**config.mk**
```make
export PLATFORM = sky130hd
export DESIGN_NAME = motor_node_command_framer
export DESIGN_NICKNAME = d
export VERILOG_FILES = /design/src/mncf_pkg.sv /design/src/mncf_front.sv /design/src/mncf_queue.sv /design/src/mncf_back.sv /design/src/motor_node_command_framer.sv
export SDC_FILE = /design/constraint.sdc
export NUM_CORES = 1
export LEC_CHECK = 0
export BUFFER_PORTS_ARGS = -buffer_cell sky130_fd_sc_hd__buf_2
export CAP_MARGIN = 20
export CORE_AREA = 2 2 164 166
export DETAILED_ROUTE_END_ITERATION = 10
export DIE_AREA = 0 0 166 168
export PLACE_DENSITY = 0.74
export SYNTH_ARGS = -nofsm -noshare
export SYNTH_HDL_FRONTEND = slang
export SYNTH_SLANG_ARGS = --single-unit
```
**constraint.sdc**
```tcl
create_clock -name clk -period 13.4 [get_ports clk]
set_input_delay 0 -clock clk [delete_from_list [all_inputs] [get_ports clk]]
set_output_delay 0 -clock clk [all_outputs]
set_load 0.05 [all_outputs]
```
**src/mncf_pkg.sv**
```systemverilog
// ----------------------------------------------------------------------------
// mncf_pkg
// Shared codes, sizes and types of the motor node command framer.
// ----------------------------------------------------------------------------
package mncf_pkg;

	// Command codes that produce a frame.
	localparam logic [3:0] CODE_CLEAR_FAULT = 4'd1;
	localparam logic [3:0] CODE_SPEED       = 4'd3;
	localparam logic [3:0] CODE_REG_READ    = 4'd5;
	localparam logic [3:0] CODE_REG_WRITE   = 4'd6;
	localparam logic [3:0] CODE_QUAD_FIRST  = 4'd8;
	localparam logic [3:0] CODE_QUAD_LAST   = 4'd11;

	// Fixed payload of the clear-fault frame.
	localparam logic [15:0] CLEAR_FAULT_WORD = 16'hff01;

	// Frame geometry: up to five data words plus the checksum word.
	localparam int FRAME_WORDS = 6;
	localparam int DATA_WORDS  = 5;
	localparam logic [3:0] LAST_IDX_SHORT = 4'd7;
	localparam logic [3:0] LAST_IDX_LONG  = 4'd11;

	// Default depth of the queue between front and back.
	localparam int QUEUE_DEPTH_DEF = 2;

	typedef logic [15:0] word_t;

	// One complete frame ready for serialization.
	typedef struct packed {
		logic                         long_frame;
		logic [FRAME_WORDS-1:0][15:0] words;
	} frame_t;

	// Queue status seen by the front and back parts.
	typedef struct packed {
		logic full;
		logic empty;
	} q_status_t;

endpackage

```
**src/mncf_front.sv**
```systemverilog
// ----------------------------------------------------------------------------
// mncf_front
// Accepts requests, drops codes without a frame, lays out the payload words
// and appends the checksum before handing the frame to the queue.
// ----------------------------------------------------------------------------
module mncf_front (
	input  logic                clk,
	input  logic                arst_n,
	input  logic                push,
	output logic                full,
	input  logic [3:0]          req_type,
	input  logic [7:0]          target_node,
	input  logic [15:0]         register_address,
	input  logic [15:0]         register_value,
	input  logic [15:0]         speed_0,
	input  logic [15:0]         speed_1,
	input  logic [15:0]         speed_2,
	input  logic [15:0]         speed_3,
	input  mncf_pkg::q_status_t q_status,
	output logic                q_push,
	output mncf_pkg::frame_t    q_frame
);
	import mncf_pkg::*;

	logic                        known;
	logic                        long_dec;
	logic [DATA_WORDS-1:0][15:0] data_dec;
	logic                        accept;

	logic                        valid_s1;
	logic                        long_s1;
	logic [DATA_WORDS-1:0][15:0] data_s1;

	word_t                       sum;
	word_t                       ck;

	// Classify the request and place its fields into big-endian words.
	always_comb begin
		known    = 1'b1;
		long_dec = 1'b0;
		data_dec = '0;
		data_dec[0] = {target_node, 4'b0000, req_type};
		case (req_type) inside
			CODE_CLEAR_FAULT: begin
				data_dec[1] = CLEAR_FAULT_WORD;
			end
			CODE_SPEED: begin
				data_dec[2] = speed_0;
			end
			CODE_REG_READ: begin
				data_dec[1] = register_address;
			end
			CODE_REG_WRITE: begin
				data_dec[1] = register_address;
				data_dec[2] = register_value;
			end
			[CODE_QUAD_FIRST:CODE_QUAD_LAST]: begin
				long_dec    = 1'b1;
				data_dec[1] = speed_0;
				data_dec[2] = speed_1;
				data_dec[3] = speed_2;
				data_dec[4] = speed_3;
			end
			default: begin
				known = 1'b0;
			end
		endcase
	end

	// A word is taken whenever the stage is free or drains into the queue.
	assign full   = valid_s1 && q_status.full;
	assign accept = push && !full;
	assign q_push = valid_s1 && !q_status.full;

	// Stage register; requests without a frame are taken and dropped here.
	always_ff @(posedge clk or negedge arst_n) begin
		if (!arst_n) begin
			valid_s1 <= 1'b0;
		end else if (accept) begin
			valid_s1 <= known;
		end else if (q_push) begin
			valid_s1 <= 1'b0;
		end
	end

	always_ff @(posedge clk) begin
		if (accept) begin
			long_s1 <= long_dec;
			data_s1 <= data_dec;
		end
	end

	// Checksum is the negated 16-bit sum of the data words.
	always_comb begin
		sum = '0;
		for (int i = 0; i < DATA_WORDS; i++) begin
			sum = sum + data_s1[i];
		end
		ck = 16'd0 - sum;
	end

	// Short frames carry the checksum in the fourth word, long ones in the sixth.
	always_comb begin
		q_frame.long_frame = long_s1;
		q_frame.words      = '0;
		if (long_s1) begin
			for (int i = 0; i < DATA_WORDS; i++) begin
				q_frame.words[i] = data_s1[i];
			end
			q_frame.words[5] = ck;
		end else begin
			for (int i = 0; i < 3; i++) begin
				q_frame.words[i] = data_s1[i];
			end
			q_frame.words[3] = ck;
		end
	end

endmodule

```
**src/mncf_queue.sv**
```systemverilog
// ----------------------------------------------------------------------------
// mncf_queue
// Short shift queue of complete frames between the front and back parts.
// ----------------------------------------------------------------------------
module mncf_queue #(
	parameter int DEPTH = mncf_pkg::QUEUE_DEPTH_DEF
) (
	input  logic                clk,
	input  logic                arst_n,
	input  logic                q_push,
	input  mncf_pkg::frame_t    q_frame,
	input  logic                q_pop,
	output mncf_pkg::frame_t    q_head,
	output mncf_pkg::q_status_t q_status
);
	import mncf_pkg::*;

	localparam int CW = $clog2(DEPTH + 1);

	frame_t          slot_q [DEPTH];
	logic   [CW-1:0] count_q;
	logic            push_en;
	logic            pop_en;
	logic   [CW-1:0] wr_idx;

	assign q_status.full  = (count_q == CW'(DEPTH));
	assign q_status.empty = (count_q == '0);
	assign push_en = q_push && !q_status.full;
	assign pop_en  = q_pop && !q_status.empty;
	assign wr_idx  = count_q - {{(CW-1){1'b0}}, pop_en};
	assign q_head  = slot_q[0];

	// Occupancy count.
	always_ff @(posedge clk or negedge arst_n) begin
		if (!arst_n) begin
			count_q <= '0;
		end else begin
			count_q <= count_q + {{(CW-1){1'b0}}, push_en} - {{(CW-1){1'b0}}, pop_en};
		end
	end

	// Each slot shifts toward the head on a pop and takes new words at the tail.
	for (genvar i = 0; i < DEPTH; i++) begin : g_slot
		always_ff @(posedge clk) begin
			if (push_en && (wr_idx == CW'(i))) begin
				slot_q[i] <= q_frame;
			end else if (pop_en) begin
				if (i < DEPTH - 1) begin
					slot_q[i] <= slot_q[(i < DEPTH - 1) ? i + 1 : i];
				end
			end
		end
	end

endmodule

```
**src/mncf_back.sv**
```systemverilog
// ----------------------------------------------------------------------------
// mncf_back
// Serializes the frame at the queue head into bytes held in an output register.
// ----------------------------------------------------------------------------
module mncf_back (
	input  logic                clk,
	input  logic                arst_n,
	input  mncf_pkg::frame_t    q_head,
	input  mncf_pkg::q_status_t q_status,
	output logic                q_pop,
	output logic                empty,
	input  logic                pop,
	output logic [7:0]          frame_byte,
	output logic [3:0]          byte_index,
	output logic                last_byte
);
	import mncf_pkg::*;

	logic [3:0] idx_q;
	logic       out_valid_q;
	logic [7:0] out_byte_q;
	logic [3:0] out_idx_q;
	logic       out_last_q;

	logic       adv;
	logic       load;
	logic       is_last;
	word_t      cur_word;
	logic [7:0] cur_byte;

	assign adv     = !out_valid_q || pop;
	assign load    = adv && !q_status.empty;
	assign is_last = (idx_q == (q_head.long_frame ? LAST_IDX_LONG : LAST_IDX_SHORT));
	assign q_pop   = load && is_last;

	// Pick the word holding the current byte, high byte first.
	always_comb begin
		case (idx_q[3:1])
			3'd0:    cur_word = q_head.words[0];
			3'd1:    cur_word = q_head.words[1];
			3'd2:    cur_word = q_head.words[2];
			3'd3:    cur_word = q_head.words[3];
			3'd4:    cur_word = q_head.words[4];
			3'd5:    cur_word = q_head.words[5];
			default: cur_word = '0;
		endcase
		cur_byte = idx_q[0] ? cur_word[7:0] : cur_word[15:8];
	end

	// Byte counter within the head frame.
	always_ff @(posedge clk or negedge arst_n) begin
		if (!arst_n) begin
			idx_q <= '0;
		end else if (load) begin
			idx_q <= is_last ? 4'd0 : idx_q + 4'd1;
		end
	end

	// Output register; refilled whenever it is empty or being taken.
	always_ff @(posedge clk or negedge arst_n) begin
		if (!arst_n) begin
			out_valid_q <= 1'b0;
		end else if (adv) begin
			out_valid_q <= !q_status.empty;
		end
	end

	always_ff @(posedge clk) begin
		if (load) begin
			out_byte_q <= cur_byte;
			out_idx_q  <= idx_q;
			out_last_q <= is_last;
		end
	end

	assign empty      = !out_valid_q;
	assign frame_byte = out_byte_q;
	assign byte_index = out_idx_q;
	assign last_byte  = out_last_q;

endmodule

```
**src/motor_node_command_framer.sv**
```systemverilog
// ----------------------------------------------------------------------------
// motor_node_command_framer
// Turns motor node command requests into checksummed serial frames.
// ----------------------------------------------------------------------------
// Each accepted request leaves as 8 bytes (clear fault, speed, register read
// and write) or 12 bytes (four-speed codes 8 to 11), one byte per cycle while
// the receiver pops, with its position in byte_index and last_byte set on the
// checksum low byte. Other codes are accepted and produce no words. The byte
// serializer sets the frame rate. Requests are taken one per cycle until the
// front stage and the frame queue (QUEUE_DEPTH frames) are occupied; with
// nothing ahead of it, a request passes through the front stage register, the
// frame queue and the serializer's output register before its first byte.
module motor_node_command_framer #(
	parameter int QUEUE_DEPTH = mncf_pkg::QUEUE_DEPTH_DEF
) (
	input  logic        clk,
	input  logic        arst_n,
	input  logic        push,
	output logic        full,
	input  logic [3:0]  req_type,
	input  logic [7:0]  target_node,
	input  logic [15:0] register_address,
	input  logic [15:0] register_value,
	input  logic [15:0] speed_0,
	input  logic [15:0] speed_1,
	input  logic [15:0] speed_2,
	input  logic [15:0] speed_3,
	output logic        empty,
	input  logic        pop,
	output logic [7:0]  frame_byte,
	output logic [3:0]  byte_index,
	output logic        last_byte
);
	import mncf_pkg::*;

	q_status_t q_status;
	logic      q_push;
	logic      q_pop;
	frame_t    q_frame;
	frame_t    q_head;

	// Request decode and checksum.
	mncf_front u_front (
		.clk              (clk),
		.arst_n           (arst_n),
		.push             (push),
		.full             (full),
		.req_type         (req_type),
		.target_node      (target_node),
		.register_address (register_address),
		.register_value   (register_value),
		.speed_0          (speed_0),
		.speed_1          (speed_1),
		.speed_2          (speed_2),
		.speed_3          (speed_3),
		.q_status         (q_status),
		.q_push           (q_push),
		.q_frame          (q_frame)
	);

	// Frame queue.
	mncf_queue #(
		.DEPTH (QUEUE_DEPTH)
	) u_queue (
		.clk      (clk),
		.arst_n   (arst_n),
		.q_push   (q_push),
		.q_frame  (q_frame),
		.q_pop    (q_pop),
		.q_head   (q_head),
		.q_status (q_status)
	);

	// Byte serializer.
	mncf_back u_back (
		.clk        (clk),
		.arst_n     (arst_n),
		.q_head     (q_head),
		.q_status   (q_status),
		.q_pop      (q_pop),
		.empty      (empty),
		.pop        (pop),
		.frame_byte (frame_byte),
		.byte_index (byte_index),
		.last_byte  (last_byte)
	);

endmodule

```
==> metrics.yaml <==
pwr:
  finalPower_mw: 4.19
  irDropWorstVdd_mv: 0.179
  p_leak_nw: 6.93
  power_density_nw_per_um2: 244
drt:
  drt_first_iter_violations: 1037
  avgRoutedWirePerCell_microns: 20.1
  totalWireLength_mm: 33.8
  vias_per_cell: 5.63
  ant_nets: 0
  drc: 0
  routed-via-count: 9489
  firstDrtPassIters: 6
place:
  portBuffers: 126
  place_inst: 1517
  place_hpwl_mm: 20.8
  pre_cts_ws_ns: 9.07
  gp_congestion: 0.905
clocking:
  cts_buffers: 30
  clock_sinks: 284
  cts_hold_buf: 111
  post-cts-setup-buffer-count: 0
  cts-resized-gates: 0
  clk_pin_slew_ns: 0.06
  clockBufferDepth: 3
  cts_root_buffer: "clkbuf_16"
  insertion_delay_ns: 0.55
  cts_tree: "yes"
  cts-htree-levels: 1
global_routing:
  grt_overflow: 0
  grt_pass1_wl_mm: 52.8
  antenna_found_initial: 0
  grt_pass1_vias: 9688
  grt_use_total_pct: 24.0
  grt_max_degree: 95
die:
  core_area_sq_um: 26400
  die_w_microns: 166
  core.rowCount: 60
  start_util_pct: 53.7
  die_y_microns: 168
  die-area_sq_um: 27900
  io_pins: 127
sta:
  worst_pin_slew_ns: 1.12
  rsz0062_at_grt: "false"
  hold_violations: 0
  fmax_ghz: 0.229
  hold_ws_ns: 0.0661
  finalCritPeriodShare_pct: 32.6
  fin_crit_ns: 4.36
  slew_headroom_pct: 25.4
  fin_ws_ns: 9.04
  setup_viol: 0
  skew_ns: 0.0115
  tns_ns: 0
  slew_violations: 0
layout:
  multiInputGateArea_sq_um: 4940
  syn2layout_area_growth_pct: 21.7
  register_area_sq_um: 8490
  nFillCells: 1813
  num_antenna_cells: 0
  nNetsFinal: 1504
  drive_gt1_share_pct: 19.0
  stdcell_count: 1684
logic_synthesis:
  synthCells: 1089
  avgSynthCellArea_sq_um: 13.0
  synth-main-ff-cell: "edfxtp_1"
  ys_warn_count: 0
  synth_fp_nets: 1273
  ys_ff_latch: 284
  ys_seq_area_share_pct: 60.0
  async_flop_share_pct: 2.82
  netlist_area_sq_um: 14100
  synth-edff-count: 276
  synth.distinct_cells: 57
flow_run:
  cap_violations: 0
run_status:
  status: "complete, no violations"
worst_setup_path:
  crit_path_end_kind: "register"
  cp.arrival_ns: 4.65
  crit_type: "reg -> reg"
  start_kind: "register"
  required_ns: 13.69
  critPathMaxFanout: 4
worst_hold_path:
  hp-class: "in -> reg"
-- synthesized netlist by cell type, types with 3 or more instances --
library cell  count  area share (%)
a211oi_1          3            0.16
a21o_1            7            0.37
a21oi_1          31             1.1
a221oi_1          4            0.25
a222oi_1         16             1.1
a22o_1            8            0.50
a22oi_1          18            0.96
a31oi_1           7            0.31
and2_1           45             2.0
and3_1            3            0.13
buf_1             3           0.080
buf_2             7            0.25
buf_4             7            0.37
buf_6             5            0.40
clkbuf_1         27            0.72
dfrtp_1           8             1.4
edfxtp_1        276              59
fa_1             44             6.2
ha_1             28             2.5
inv_1           127             3.4
mux2_2           26             2.1
mux2_4           32             3.4
mux2i_1          18             1.3
mux4_2            3            0.48
nand2_1         114             3.0
nand2b_1         13            0.57
nand3_1           4            0.14
nor2_1           65             1.7
nor2b_1           8            0.35
nor3_1            6            0.21
o211ai_1          3            0.16
o21ai_0          58             2.1
o21ai_1           7            0.25
o221ai_1          6            0.37
o22ai_1           5            0.22
xnor2_1          20             1.2
xor2_1            3            0.19
-- worst paths after layout --
kind / startpoint / end / slack (ns) / depth (start not counted)
setup / recovery: u_front.data_s1[2]$_DFFE_PP_ / u_queue.slot_q[0][92]$_DFFE_PP_ / 9.04 / 14
hold / removal: speed_0[1] / u_front.data_s1[33]$_SDFFCE_PP0P_ / 0.07 / 3
setup reg to reg: u_front.data_s1[2]$_DFFE_PP_ / u_queue.slot_q[0][92]$_DFFE_PP_ / 9.04 / 14
hold reg to reg: u_front.data_s1[44]$_SDFFCE_PP0P_ / u_queue.slot_q[0][141]$_DFFE_PP_ / 0.45 / 0
max in group asynchronous: arst_n / u_queue.count_q[0]$_DFF_PN0_ / 12.66 / 3
min in group asynchronous: arst_n / u_front.valid_s1$_DFFE_PN0P_ / 0.44 / 3
-- critical path: stages (launching register included) --
cell and delay [ns]:
edfxtp_1 0.45, fa_1 0.56, inv_1 0.05, fa_1 0.53, inv_1 0.05, fa_1 0.47, inv_1 0.04, ha_1 0.22
fa_1 0.47, a21o_1 0.22, nand4_1 0.16, a21oi_1 0.14, o41ai_1 0.35, xnor2_1 0.25, o21ai_0 0.14
-- layout by cell type, fill, tap and decap left out, types with 3 or more instances in the layout --
cell,count
a211oi_1,3
a21o_1,7
a21oi_1,31
a221oi_1,4
a222oi_1,16
a22o_1,8
a22oi_1,18
a31oi_1,7
and2_1,44
buf_2,126
buf_4,10
bufinv_16,5
clkbuf_1,3
clkbuf_16,31
clkinv_1,7
clkinv_2,5
dfrtp_1,8
dlygate4sd3_1,112
edfxtp_1,276
fa_1,44
ha_1,28
inv_1,127
mux2_2,26
mux2_4,32
mux2i_1,18
mux4_2,3
nand2_1,113
nand2b_1,13
nand3_1,4
nor2_1,64
nor2b_1,7
nor3_1,6
o211ai_1,3
o21ai_0,58
o21ai_1,7
o221ai_1,6
o22ai_1,5
xnor2_1,20
xor2_1,3
-- final cells by class --
cell class | instances | share of cell area, %
Multi-Input combinational cell | 627 | 28.7
Timing Repair Buffer | 249 | 10.7
Clock buffer | 34 | 4.57
Sequential cell | 284 | 49.3
Inverter | 128 | 2.79
Clock inverter | 21 | 1.41
Tap cell | 341 | 2.48
-- cell families (layout without fill, tap and decap cells) --
logic type | after synthesis | in the layout | share of synthesized area [%]
buffers and inverters | 178 | 432 | 5.24
DFF | 284 | 284 | 60.0
xor gates and xnor gates | 23 | 23 | 1.42
AOI/OAI and AO/OA | 188 | 188 | 8.81
muxes | 79 | 79 | 7.22
and+or+nand+nor | 265 | 265 | 8.60
adders and majority gates | 72 | 72 | 8.70
-- sequential cells by signal (all words and copies together), names as in the netlist --
signal	flops
u_queue.slot_q	186
u_front.data_s1	76
u_back.frame_byte	8
u_back.byte_index	4
u_back.idx_q	4
u_queue.count_q	2
u_back.last_byte	1
u_back.out_valid_q	1
u_front.long_s1	1
u_front.valid_s1	1
-- routing by layer --
metal,up-vias,track usage (%),share of wire [%]
li1,4329,-,-
met1,4600,34.0,42
met2,497,38.7,47
met3,63,3.97,8.4
met4,0,7.56,2.6
met5,-,0,0
-- report_power, final --
group	internal [mW]	switching, mW
registers	1.33	0.0800
clock network	0.518	0.344
logic	0.795	1.13
total	2.64	1.55
-- metrics by stage --
| step | area, sq um | util [%] |
|---|---|---|
| after global placement | 15000 | 57.1 |
| final | 17200 | 65.3 |
| after global routing | 17200 | 65.3 |
| after CTS | 17200 | 65.3 |
| after floorplan | 14100 | - |
| after detailed placement | 15100 | 57.2 |
Power figures use the tool's default switching activity.
